## src/design/ccra_pkg.sv

```systemverilog
// Shared types and codes for the contiguous cell run allocator.
// Used by ccra_ctrl, ccra_datapath and the top level; depends on nothing.
package ccra_pkg;

    // Request kinds carried on the input tuser
    localparam logic KIND_ALLOC = 1'b0;
    localparam logic KIND_FREE  = 1'b1;

    // Result status codes
    localparam logic [2:0] ST_OK      = 3'd0;
    localparam logic [2:0] ST_NO_SLOT = 3'd1;
    localparam logic [2:0] ST_NO_RUN  = 3'd2;
    localparam logic [2:0] ST_ZERO    = 3'd3;
    localparam logic [2:0] ST_IDLE    = 3'd4;

    // Beat widths on the stream ports
    localparam int unsigned IN_DATA_W  = 16;
    localparam int unsigned OUT_DATA_W = 16;

    // Commands from the controller to the datapath
    typedef struct packed {
        logic       load;       // capture the input beat
        logic       len_load;   // register rows * columns
        logic       scan_init;  // restart the bitmap scan
        logic       scan_step;  // examine one cell
        logic       mark;       // claim the found run and the idle slot
        logic       clear;      // release the named slot's cells
        logic       emit;       // load the result register
        logic [2:0] code;       // status of the result being loaded
    } t_ctl_cmd;

    // Status from the datapath to the controller
    typedef struct packed {
        logic kind;        // captured request kind
        logic len_zero;    // requested length is zero
        logic slot_avail;  // some slot is idle
        logic us_busy;     // named slot is in range and busy
        logic scan_hit;    // current cell completes a full run
        logic scan_last;   // current cell is the last in the bitmap
        logic out_free;    // result register can take a beat
    } t_dp_status;

endpackage

```

## src/design/ccra_datapath.sv

```systemverilog
// Datapath of the allocator: bitmap, slot table, scan counters, result register.
// Driven by ccra_ctrl through ccra_pkg::t_ctl_cmd; depends on ccra_pkg.
module ccra_datapath #(
    parameter int CELL_COUNT = 64,
    parameter int SLOT_COUNT = 8
) (
    input  logic                                 i_clk,
    input  logic                                 i_rst_n,
    input  logic [ccra_pkg::IN_DATA_W-1:0]       i_s_tdata,
    input  logic                                 i_s_tuser,
    input  ccra_pkg::t_ctl_cmd                   i_cmd,
    output ccra_pkg::t_dp_status                 o_status,
    output logic                                 o_m_tvalid,
    input  logic                                 i_m_tready,
    output logic [ccra_pkg::OUT_DATA_W-1:0]      o_m_tdata
);
    import ccra_pkg::*;

    localparam int CELL_W = $clog2(CELL_COUNT);
    localparam int SLOT_W = (SLOT_COUNT > 1) ? $clog2(SLOT_COUNT) : 1;

    // Captured request
    logic              r_kind;
    logic [3:0]        r_rows;
    logic [3:0]        r_cols;
    logic [2:0]        r_us;
    logic [7:0]        r_len;

    // Allocation state
    logic [CELL_COUNT-1:0] r_cell_used;
    logic [SLOT_COUNT-1:0] r_slot_busy;
    logic [CELL_W-1:0]     r_slot_start  [SLOT_COUNT];
    logic [7:0]            r_slot_length [SLOT_COUNT];

    // Scan state
    logic [CELL_W-1:0] r_cnt;
    logic [7:0]        r_run;
    logic [CELL_W-1:0] r_begin;
    logic [SLOT_W-1:0] r_grant;

    // Result register
    logic        r_out_valid;
    logic [2:0]  r_out_status;
    logic [2:0]  r_out_slot;
    logic [5:0]  r_out_cell;

    logic [SLOT_W-1:0]     free_idx;
    logic                  slot_avail;
    logic [7:0]            us_ext;
    logic [SLOT_W-1:0]     us_idx;
    logic                  us_valid;
    logic                  us_busy;
    logic                  cell_free;
    logic [8:0]            run_inc;
    logic                  scan_hit;
    logic [CELL_W-1:0]     begin_sel;
    logic [8:0]            rng_start;
    logic [8:0]            rng_end;
    logic [CELL_COUNT-1:0] rng_mask;
    logic [7:0]            grant_ext;
    logic [15:0]           begin_ext;

    // Pick the lowest idle slot
    always_comb begin
        free_idx = '0;
        for (int s = SLOT_COUNT - 1; s >= 0; s--) begin
            if (!r_slot_busy[s]) begin
                free_idx = SLOT_W'(s);
            end
        end
    end
    assign slot_avail = ~&r_slot_busy;

    // Check the slot named by a free request
    assign us_ext   = {5'b0, r_us};
    assign us_idx   = us_ext[SLOT_W-1:0];
    assign us_valid = ({3'b0, r_us} < 6'(SLOT_COUNT));
    assign us_busy  = us_valid && r_slot_busy[us_idx];

    // One scan step: extend or break the current free run
    assign cell_free = !r_cell_used[r_cnt];
    assign run_inc   = {1'b0, r_run} + 9'd1;
    assign scan_hit  = cell_free && (run_inc >= {1'b0, r_len});
    assign begin_sel = (r_run == 8'd0) ? r_cnt : r_begin;

    // Cell range touched by a mark or a clear; stops at the bitmap end
    assign rng_start = (r_kind == KIND_ALLOC) ? 9'(r_begin) : 9'(r_slot_start[us_idx]);
    assign rng_end   = rng_start + ((r_kind == KIND_ALLOC) ? {1'b0, r_len}
                                                           : {1'b0, r_slot_length[us_idx]});
    always_comb begin
        for (int c = 0; c < CELL_COUNT; c++) begin
            rng_mask[c] = (9'(c) >= rng_start) && (9'(c) < rng_end);
        end
    end

    // Capture the request and its length
    always_ff @(posedge i_clk) begin
        if (i_cmd.load) begin
            r_kind <= i_s_tuser;
            r_rows <= i_s_tdata[3:0];
            r_cols <= i_s_tdata[7:4];
            r_us   <= i_s_tdata[10:8];
        end
        if (i_cmd.len_load) begin
            r_len <= r_rows * r_cols;
        end
    end

    // Advance the first-fit scan
    always_ff @(posedge i_clk) begin
        if (i_cmd.scan_init) begin
            r_cnt <= '0;
            r_run <= '0;
        end else if (i_cmd.scan_step) begin
            r_cnt <= r_cnt + 1'b1;
            if (cell_free) begin
                r_run   <= run_inc[7:0];
                r_begin <= begin_sel;
            end else begin
                r_run <= '0;
            end
        end
    end

    // Update the bitmap and slot busy flags
    always_ff @(posedge i_clk) begin
        if (!i_rst_n) begin
            r_cell_used <= '0;
            r_slot_busy <= '0;
        end else if (i_cmd.mark) begin
            r_cell_used           <= r_cell_used | rng_mask;
            r_slot_busy[free_idx] <= 1'b1;
        end else if (i_cmd.clear) begin
            r_cell_used         <= r_cell_used & ~rng_mask;
            r_slot_busy[us_idx] <= 1'b0;
        end
    end

    // Record the run in the granted slot
    always_ff @(posedge i_clk) begin
        if (i_cmd.mark) begin
            r_slot_start[free_idx]  <= r_begin;
            r_slot_length[free_idx] <= r_len;
            r_grant                 <= free_idx;
        end
    end

    // Result register: load on emit, drop once the beat is taken
    assign grant_ext = 8'(r_grant);
    assign begin_ext = 16'(r_begin);
    always_ff @(posedge i_clk) begin
        if (!i_rst_n) begin
            r_out_valid <= 1'b0;
        end else if (i_cmd.emit) begin
            r_out_valid <= 1'b1;
        end else if (i_m_tready) begin
            r_out_valid <= 1'b0;
        end
    end

    always_ff @(posedge i_clk) begin
        if (i_cmd.emit) begin
            r_out_status <= i_cmd.code;
            if (r_kind == KIND_FREE) begin
                r_out_slot <= r_us;
                r_out_cell <= '0;
            end else if (i_cmd.code == ST_OK) begin
                r_out_slot <= grant_ext[2:0];
                r_out_cell <= begin_ext[5:0];
            end else begin
                r_out_slot <= '0;
                r_out_cell <= '0;
            end
        end
    end

    assign o_m_tvalid = r_out_valid;
    assign o_m_tdata  = {4'b0, r_out_cell, r_out_slot, r_out_status};

    // Status toward the controller
    assign o_status.kind       = r_kind;
    assign o_status.len_zero   = (r_len == 8'd0);
    assign o_status.slot_avail = slot_avail;
    assign o_status.us_busy    = us_busy;
    assign o_status.scan_hit   = scan_hit;
    assign o_status.scan_last  = (r_cnt == CELL_W'(CELL_COUNT - 1));
    assign o_status.out_free   = !r_out_valid || i_m_tready;

    // A claimed run lies entirely on free cells
    a_mark_free: assert property (@(posedge i_clk) disable iff (!i_rst_n)
        i_cmd.mark |-> ((r_cell_used & rng_mask) == '0))
        else $error("run claimed over used cells");

    // A released slot owns used cells only
    a_clear_used: assert property (@(posedge i_clk) disable iff (!i_rst_n)
        i_cmd.clear |-> ((r_cell_used & rng_mask) == rng_mask))
        else $error("slot release over free cells");

    // A mark always has an idle slot to take
    a_mark_slot: assert property (@(posedge i_clk) disable iff (!i_rst_n)
        i_cmd.mark |-> !r_slot_busy[free_idx])
        else $error("mark with no idle slot");

endmodule

```

## src/design/ccra_ctrl.sv

```systemverilog
// Controller of the allocator: sequences capture, decision, scan, update, result.
// Talks to ccra_datapath through ccra_pkg command and status structs.
module ccra_ctrl (
    input  logic                  i_clk,
    input  logic                  i_rst_n,
    input  logic                  i_s_tvalid,
    output logic                  o_s_tready,
    input  ccra_pkg::t_dp_status  i_status,
    output ccra_pkg::t_ctl_cmd    o_cmd
);
    import ccra_pkg::*;

    localparam logic [2:0] S_IDLE   = 3'd0;
    localparam logic [2:0] S_LEN    = 3'd1;
    localparam logic [2:0] S_DECIDE = 3'd2;
    localparam logic [2:0] S_SCAN   = 3'd3;
    localparam logic [2:0] S_MARK   = 3'd4;
    localparam logic [2:0] S_EMIT   = 3'd5;

    logic [2:0] r_state;
    logic [2:0] n_state;
    logic [2:0] r_code;
    logic [2:0] n_code;

    assign o_s_tready = (r_state == S_IDLE);

    // Next state and commands
    always_comb begin
        n_state = r_state;
        n_code  = r_code;
        o_cmd   = '0;
        o_cmd.code = r_code;
        case (r_state)
            S_IDLE: begin
                if (i_s_tvalid) begin
                    o_cmd.load = 1'b1;
                    n_state    = S_LEN;
                end
            end
            S_LEN: begin
                o_cmd.len_load = 1'b1;
                n_state        = S_DECIDE;
            end
            S_DECIDE: begin
                if (i_status.kind == KIND_FREE) begin
                    if (i_status.us_busy) begin
                        o_cmd.clear = 1'b1;
                        n_code      = ST_OK;
                    end else begin
                        n_code = ST_IDLE;
                    end
                    n_state = S_EMIT;
                end else if (i_status.len_zero) begin
                    n_code  = ST_ZERO;
                    n_state = S_EMIT;
                end else if (!i_status.slot_avail) begin
                    n_code  = ST_NO_SLOT;
                    n_state = S_EMIT;
                end else begin
                    o_cmd.scan_init = 1'b1;
                    n_state         = S_SCAN;
                end
            end
            S_SCAN: begin
                o_cmd.scan_step = 1'b1;
                if (i_status.scan_hit) begin
                    n_state = S_MARK;
                end else if (i_status.scan_last) begin
                    n_code  = ST_NO_RUN;
                    n_state = S_EMIT;
                end
            end
            S_MARK: begin
                o_cmd.mark = 1'b1;
                n_code     = ST_OK;
                n_state    = S_EMIT;
            end
            S_EMIT: begin
                // Hold the result until the output register is free
                if (i_status.out_free) begin
                    o_cmd.emit = 1'b1;
                    n_state    = S_IDLE;
                end
            end
            default: begin
                n_state = S_IDLE;
            end
        endcase
    end

    always_ff @(posedge i_clk) begin
        if (!i_rst_n) begin
            r_state <= S_IDLE;
            r_code  <= ST_OK;
        end else begin
            r_state <= n_state;
            r_code  <= n_code;
        end
    end

    // A result is loaded only when the output register can take it
    a_emit_free: assert property (@(posedge i_clk) disable iff (!i_rst_n)
        o_cmd.emit |-> i_status.out_free)
        else $error("result loaded over a pending beat");

    // The scan runs for allocate requests only
    a_scan_alloc: assert property (@(posedge i_clk) disable iff (!i_rst_n)
        (r_state == S_SCAN) |-> (i_status.kind == KIND_ALLOC))
        else $error("scan during a free request");

    // Without an accepted beat the controller stays idle
    a_idle_hold: assert property (@(posedge i_clk) disable iff (!i_rst_n)
        (r_state == S_IDLE && !i_s_tvalid) |=> (r_state == S_IDLE))
        else $error("controller left idle without a request");

endmodule

```

## src/design/contiguous_cell_run_allocator.sv

```systemverilog
// Top level of the contiguous cell run allocator.
// Joins ccra_ctrl and ccra_datapath; depends on ccra_pkg.
//
// Usage:
//   Slave channel (i_s_*) takes one request per beat. tuser is the kind
//   (0 allocate, 1 free). tdata carries rows, columns and the slot to free.
//   Master channel (o_m_*) returns exactly one result beat per request:
//   status, granted slot and first cell of the allocated run.
//   Sequence: a free passes the LEN, DECIDE and EMIT states from accept to
//   result valid, as does an allocate that fails before the scan. One that
//   scans examines one cell per cycle in SCAN, then goes through MARK when
//   a cell completes a run, or straight to EMIT at the last cell.
//   One request is in flight at a time; the next is accepted the cycle
//   after the result is loaded.
//   Reset (i_rst_n low, synchronous) frees every cell, idles every slot and
//   empties the result register.
//   When the receiver stalls, the result beat holds in the output register;
//   one more request may be accepted and processed, then the block waits
//   with its result until the register drains.
module contiguous_cell_run_allocator #(
    parameter int CELL_COUNT = 64,
    parameter int SLOT_COUNT = 8
) (
    input  logic                                 i_clk,
    input  logic                                 i_rst_n,
    input  logic                                 i_s_tvalid,
    output logic                                 o_s_tready,
    // tdata: [3:0] rows, [7:4] columns, [10:8] user_slot, [15:11] zero
    input  logic [ccra_pkg::IN_DATA_W-1:0]       i_s_tdata,
    // tuser: [0] kind
    input  logic                                 i_s_tuser,
    output logic                                 o_m_tvalid,
    input  logic                                 i_m_tready,
    // tdata: [2:0] status, [5:3] granted_slot, [11:6] first_cell, [15:12] zero
    output logic [ccra_pkg::OUT_DATA_W-1:0]      o_m_tdata
);
    import ccra_pkg::*;

    t_ctl_cmd   cmd;
    t_dp_status status;

    ccra_ctrl u_ctrl (
        .i_clk      (i_clk),
        .i_rst_n    (i_rst_n),
        .i_s_tvalid (i_s_tvalid),
        .o_s_tready (o_s_tready),
        .i_status   (status),
        .o_cmd      (cmd)
    );

    ccra_datapath #(
        .CELL_COUNT (CELL_COUNT),
        .SLOT_COUNT (SLOT_COUNT)
    ) u_datapath (
        .i_clk      (i_clk),
        .i_rst_n    (i_rst_n),
        .i_s_tdata  (i_s_tdata),
        .i_s_tuser  (i_s_tuser),
        .i_cmd      (cmd),
        .o_status   (status),
        .o_m_tvalid (o_m_tvalid),
        .i_m_tready (i_m_tready),
        .o_m_tdata  (o_m_tdata)
    );

endmodule

```

## config.mk

```make
export PLATFORM = sky130hd
export DESIGN_NAME = contiguous_cell_run_allocator
export DESIGN_NICKNAME = d
export VERILOG_FILES = /design/src/design/ccra_pkg.sv /design/src/design/ccra_datapath.sv /design/src/design/ccra_ctrl.sv /design/src/design/contiguous_cell_run_allocator.sv
export SDC_FILE = /design/constraint.sdc
export NUM_CORES = 1
export LEC_CHECK = 0
export BUFFER_PORTS_ARGS = -buffer_cell sky130_fd_sc_hd__buf_2
export CORE_AREA = 2 2 138 174
export CTS_CLUSTER_SIZE = 20
export DETAILED_ROUTE_END_ITERATION = 7
export DIE_AREA = 0 0 140 176
export PLACE_DENSITY = 0.79
export RECOVER_POWER = 50
export SYNTH_ARGS = -nofsm -noshare
export SYNTH_HDL_FRONTEND = slang
export SYNTH_HIERARCHICAL = 1
export SYNTH_SLANG_ARGS = --single-unit
```

## constraint.sdc

```tcl
create_clock -name i_clk -period 4.65 [get_ports i_clk]
set_clock_uncertainty 0.15 [all_clocks]
set_input_delay 0.6975 -clock i_clk [delete_from_list [all_inputs] [get_ports i_clk]]
set_output_delay 0.6975 -clock i_clk [all_outputs]
set_load 0.005 [all_outputs]
```

==> impl_results.html <==
<table>
<tr><th>Metric</th><th>Value</th></tr>
<tr><th colspan="2">Run status</th></tr>
<tr><td>Result of the run</td><td>finished, violations left</td></tr>
<tr><td>Failing checks</td><td>DRC, capacitance limit, slew limit</td></tr>
<tr><th colspan="2">Yosys</th></tr>
<tr><td>Synthesized-area fraction occupied by adder cells</td><td>3.66%</td></tr>
<tr><td>FFs w/ async S/R, synth</td><td>0%</td></tr>
<tr><td>Average size of a mapped cell</td><td>11.6 µm²</td></tr>
<tr><td>#FFs+latches synth</td><td>249</td></tr>
<tr><td>Netlist Area Pre-Place</td><td>12,600 µm²</td></tr>
<tr><td>Main combinational cell family by area after synthesis</td><td>multiplexers</td></tr>
<tr><td>Sequential area share after synthesis</td><td>51.5%</td></tr>
<tr><td>Count of distinct cell types in the synthesized netlist</td><td>72</td></tr>
<tr><td>Area fraction in compound gates after synthesis</td><td>13.1%</td></tr>
<tr><td>Main synth FF type</td><td>sky130_fd_sc_hd__edfxtp_1</td></tr>
<tr><td>Area share of xor/xnor cells in the synthesized design</td><td>1.18%</td></tr>
<tr><td>Synth Area in Simple Gates</td><td>11.8%</td></tr>
<tr><td>Multiplexer share of the synthesized area</td><td>14.3%</td></tr>
<tr><td>Post-synth EDFFs</td><td>153</td></tr>
<tr><td>Cell count after synthesis</td><td>1,091</td></tr>
<tr><td>YS warnings</td><td>6</td></tr>
<tr><th colspan="2">CTS</th></tr>
<tr><td>Max clock buf depth</td><td>3</td></tr>
<tr><td># hold bufs at CTS</td><td>0</td></tr>
<tr><td>Cts bufs inserted</td><td>26</td></tr>
<tr><td>Clock transition at the registers of the reported paths</td><td>0.06 ns</td></tr>
<tr><td>Clock sinks</td><td>249</td></tr>
<tr><td>Post-CTS setup buffers</td><td>0</td></tr>
<tr><td>Post-cts repair resize count</td><td>0</td></tr>
<tr><td>Number of H-tree levels</td><td>1</td></tr>
<tr><td>Buffer type at the clock tree root</td><td>sky130_fd_sc_hd__clkbuf_16</td></tr>
<tr><td>Clock tree from TritonCTS</td><td>built</td></tr>
<tr><td>Clock latency on the worst-skew pair</td><td>0.53 ns</td></tr>
<tr><th colspan="2">Cells and area</th></tr>
<tr><td>Commonest cells after routing, fill and taps aside</td><td>sky130_fd_sc_hd__edfxtp_1, sky130_fd_sc_hd__nand2_1, sky130_fd_sc_hd__dfxtp_1</td></tr>
<tr><td>Area growth, synth to finish</td><td>11.8%</td></tr>
<tr><td>Layout cell share with drive strength beyond 1</td><td>13.8%</td></tr>
<tr><td>Count of inserted antenna diode cells</td><td>0</td></tr>
<tr><td>Most common cell after layout, fill and taps aside</td><td>sky130_fd_sc_hd__edfxtp_1</td></tr>
<tr><td>Number of nets in the finished design</td><td>1,191</td></tr>
<tr><td>Final core utilization</td><td>61.8%</td></tr>
<tr><td>Final non-filler cell total</td><td>1,444</td></tr>
<tr><th colspan="2">Placed design</th></tr>
<tr><td>GP Congestion</td><td>1.00</td></tr>
<tr><td>Port Buffers</td><td>29</td></tr>
<tr><td>Dpl hpwl</td><td>21.9 mm</td></tr>
<tr><td>Setup Slack @ Placement</td><td>0.347 ns</td></tr>
<tr><td>Number of cells after detailed placement</td><td>1,396</td></tr>
<tr><th colspan="2">Worst setup path</th></tr>
<tr><td>Worst path slowest cell</td><td>sky130_fd_sc_hd__dfxtp_1</td></tr>
<tr><td>Arrival time worst endpoint</td><td>4.64 ns</td></tr>
<tr><td>Register-to-Register Setup Slack</td><td>0.27 ns</td></tr>
<tr><td>Crit path launch type</td><td>register</td></tr>
<tr><td>Critical path endpoint category</td><td>register</td></tr>
<tr><td>Worst-path fanout max</td><td>12</td></tr>
<tr><td>Dominant cell type by count on the critical path</td><td>sky130_fd_sc_hd__buf_4</td></tr>
<tr><td>Maximum single-stage delay on the critical path</td><td>0.62 ns</td></tr>
<tr><td>Crit Path Class</td><td>register to register</td></tr>
<tr><td>Required time at the endpoint of the critical path</td><td>4.91 ns</td></tr>
<tr><td>Logic depth of the worst register-to-register path</td><td>17</td></tr>
<tr><td>Sequence of cells on the critical path</td><td>nor2b_1 &gt; buf_4 &gt; a22oi_1 &gt; a31oi_1 &gt; inv_1 &gt; ha_1 &gt; inv_1 &gt; fa_1 &gt; nand2b_1 &gt; a21oi_1 &gt; xor2_1 &gt; buf_4 &gt; nand2_1 &gt; buf_4 &gt; a211oi_1 &gt; mux2i_1 &gt; nor2b_1</td></tr>
<tr><th colspan="2">Global routing</th></tr>
<tr><td>Total Routing Usage GR</td><td>25.0%</td></tr>
<tr><td>Initial antenna violation count</td><td>0</td></tr>
<tr><td>Wire length of the first global-routing pass</td><td>48.1 mm</td></tr>
<tr><td>Vias in the first global route</td><td>8,845</td></tr>
<tr><td>Total gr overflow</td><td>0</td></tr>
<tr><td>Maximum number of pins on one net before global-route repair</td><td>78</td></tr>
<tr><th colspan="2">Floorplanning</th></tr>
<tr><td>Initial cell density of the core</td><td>55.3%</td></tr>
<tr><td>Core Footprint</td><td>22,900 µm²</td></tr>
<tr><td>Site Rows</td><td>62</td></tr>
<tr><td>Overall die area</td><td>24,600 µm²</td></tr>
<tr><td>Io pins</td><td>39</td></tr>
<tr><td>Overall die width</td><td>140 µm</td></tr>
<tr><td>Height of the chip</td><td>176 µm</td></tr>
<tr><th colspan="2">Timing</th></tr>
<tr><td>Worst Hold Margin</td><td>0.195 ns</td></tr>
<tr><td>Timing-limited maximum frequency</td><td>0.228 GHz</td></tr>
<tr><td>Final setup violating endpoints</td><td>0</td></tr>
<tr><td>Final worst path period share</td><td>94.2%</td></tr>
<tr><td>Post-route worst setup slack</td><td>0.270 ns</td></tr>
<tr><td>Tightest Pin Transition</td><td>1.54 ns</td></tr>
<tr><td>RSZ-0062 raised after global routing</td><td>no</td></tr>
<tr><td>Final critical-path required period</td><td>4.38 ns</td></tr>
<tr><td>Hold Fails Final Rpt</td><td>0</td></tr>
<tr><td>Remaining max-slew budget at the tightest pin</td><td>-2.36%</td></tr>
<tr><td>Final-layout setup total negative slack</td><td>0 ns</td></tr>
<tr><td>Pins over their slew limit</td><td>38</td></tr>
<tr><th colspan="2">Drt</th></tr>
<tr><td>Iteration-0 DRC count of the detailed router</td><td>1,037</td></tr>
<tr><td>Post-route DRC violation count</td><td>2</td></tr>
<tr><td>Total Wirelength</td><td>31.1 mm</td></tr>
<tr><td>Detailed-route vias per instance</td><td>6.27</td></tr>
<tr><td>1st-pass router iterations</td><td>8</td></tr>
<tr><td>Via count</td><td>9,051</td></tr>
<tr><td>DRT antenna net count</td><td>0</td></tr>
<tr><td>Routed length per instance</td><td>21.5 µm</td></tr>
<tr><th colspan="2">Job</th></tr>
<tr><td>Number of violations of the max-capacitance limit</td><td>2</td></tr>
<tr><th colspan="2">Power and ir drop</th></tr>
<tr><td>Static leakage power</td><td>5.38 nW</td></tr>
<tr><td>Maximum resistive drop on vdd</td><td>0.000322 V</td></tr>
<tr><td>Pwr/cell area</td><td>459 nW/µm²</td></tr>
<tr><th colspan="2">Worst hold path</th></tr>
<tr><td>Hold Path Class</td><td>primary input to register</td></tr>
</table>
## layer usage
metal	GRT usage [%]	part of all wire (%)	vias to the layer above
met3	3.47	6.4	88
met2	44.2	50	340
met5	0	0	-
li1	-	-	4191
met4	11.2	4.5	0
met1	30.5	39	4432
## worst min-delay path by stage
stage                     cells past startpoint  slack, ns                              end                        startpoint
after global routing                          1       0.18   u_datapath/r_rows[0]$_DFFE_PP_                      i_s_tdata[0]
final                                         1       0.20   u_datapath/r_rows[0]$_DFFE_PP_                      i_s_tdata[0]
after detailed placement                      2       0.30                         register                          register
after CTS                                     1       0.18   u_datapath/r_cols[0]$_DFFE_PP_                      i_s_tdata[4]
after floorplan                               0       0.26  u_datapath/r_begin[3]$_DFFE_PP_  u_datapath/r_cnt[3]$_SDFFE_PP0P_
after global placement                        2       0.29                         register                          register
## kinds of logic after synthesis
family                   count (synthesis)
multiplexers                           129
adder cells (fa/ha/maj)                 34
flip-flops                             249
other                                    1
AND/OR/NAND/NOR                        303
AO/OA/AOI/OAI                          241
buffers and inverters                  117
XOR/XNOR                                17
## critical path: cells and delay by family, from the launching register on
kind            cells  cell delay (ns)
mux                 1             0.23
xor+xnor            1             0.33
flops               1             0.62
simple gates        4             0.50
compound gates      4             0.97
buf+inv             5             0.82
fa+ha+maj           2             0.62
## metrics by stage
step | power [mW] | instance area (µm²)
final | 6.49 | 14100
after global routing | 6.74 | 14100
after CTS | 6.48 | 14200
after detailed placement | 4.30 | 13300
after global placement | 4.28 | 13300
after floorplan | 3.75 | 12700
## final cells by class
class	count	area, µm²
flip-flops and latches	249	6520
clock inverters	17	224
multi-input cells	728	5600
repair buffers	89	591
inverters	42	158
well taps	288	360
fillers	1766	8740
clock buffers	31	691
## synthesized netlist by cell type, types with 4 or more instances
cell                         n  area share, %
sky130_fd_sc_hd__a211oi_1   14           0.83
sky130_fd_sc_hd__a21boi_0    4           0.24
sky130_fd_sc_hd__a21o_1      4           0.24
sky130_fd_sc_hd__a21oi_1    41            1.6
sky130_fd_sc_hd__a221oi_1    9           0.62
sky130_fd_sc_hd__a22o_1      7           0.48
sky130_fd_sc_hd__a22oi_1    15           0.89
sky130_fd_sc_hd__a31oi_1    13           0.64
sky130_fd_sc_hd__and2_1     25            1.2
sky130_fd_sc_hd__buf_1       4           0.12
sky130_fd_sc_hd__buf_2      14           0.55
sky130_fd_sc_hd__buf_4      10           0.59
sky130_fd_sc_hd__clkbuf_1   40            1.2
sky130_fd_sc_hd__clkbuf_8    4           0.44
sky130_fd_sc_hd__dfxtp_1    96             15
sky130_fd_sc_hd__edfxtp_1  153             36
sky130_fd_sc_hd__fa_1        5           0.79
sky130_fd_sc_hd__ha_1       29            2.9
sky130_fd_sc_hd__inv_1      42            1.2
sky130_fd_sc_hd__mux2_2      5           0.45
sky130_fd_sc_hd__mux2i_1    89            7.0
sky130_fd_sc_hd__mux4_1     18            3.7
sky130_fd_sc_hd__mux4_2     17            3.0
sky130_fd_sc_hd__nand2_1    97            2.9
sky130_fd_sc_hd__nand2b_1   11           0.54
sky130_fd_sc_hd__nand3_1    28            1.1
sky130_fd_sc_hd__nand4_1     9           0.45
sky130_fd_sc_hd__nor2_1     70            2.1
sky130_fd_sc_hd__nor2b_1    19           0.94
sky130_fd_sc_hd__nor3_1     16           0.63
sky130_fd_sc_hd__nor3b_2     5           0.49
sky130_fd_sc_hd__o211a_1     6           0.47
sky130_fd_sc_hd__o211ai_1   12           0.71
sky130_fd_sc_hd__o21a_1     20            1.2
sky130_fd_sc_hd__o21ai_0    50            2.0
sky130_fd_sc_hd__o221ai_1    5           0.35
sky130_fd_sc_hd__o22ai_1     9           0.45
sky130_fd_sc_hd__o31a_1      5           0.35
sky130_fd_sc_hd__xnor2_1     6           0.42
sky130_fd_sc_hd__xor2_1     11           0.76
## report_power, final
| part | switching, mW | total (mW) | internal, mW |
|---|---|---|---|
| Sequential | 0.119 | 2.57 | 2.45 |
| Clock | 0.836 | 2.18 | 1.34 |
| Combinational | 1.12 | 1.75 | 0.624 |
| Total | 2.08 | 6.49 | 4.42 |
Note: power is estimated with default switching activity, not from simulation.
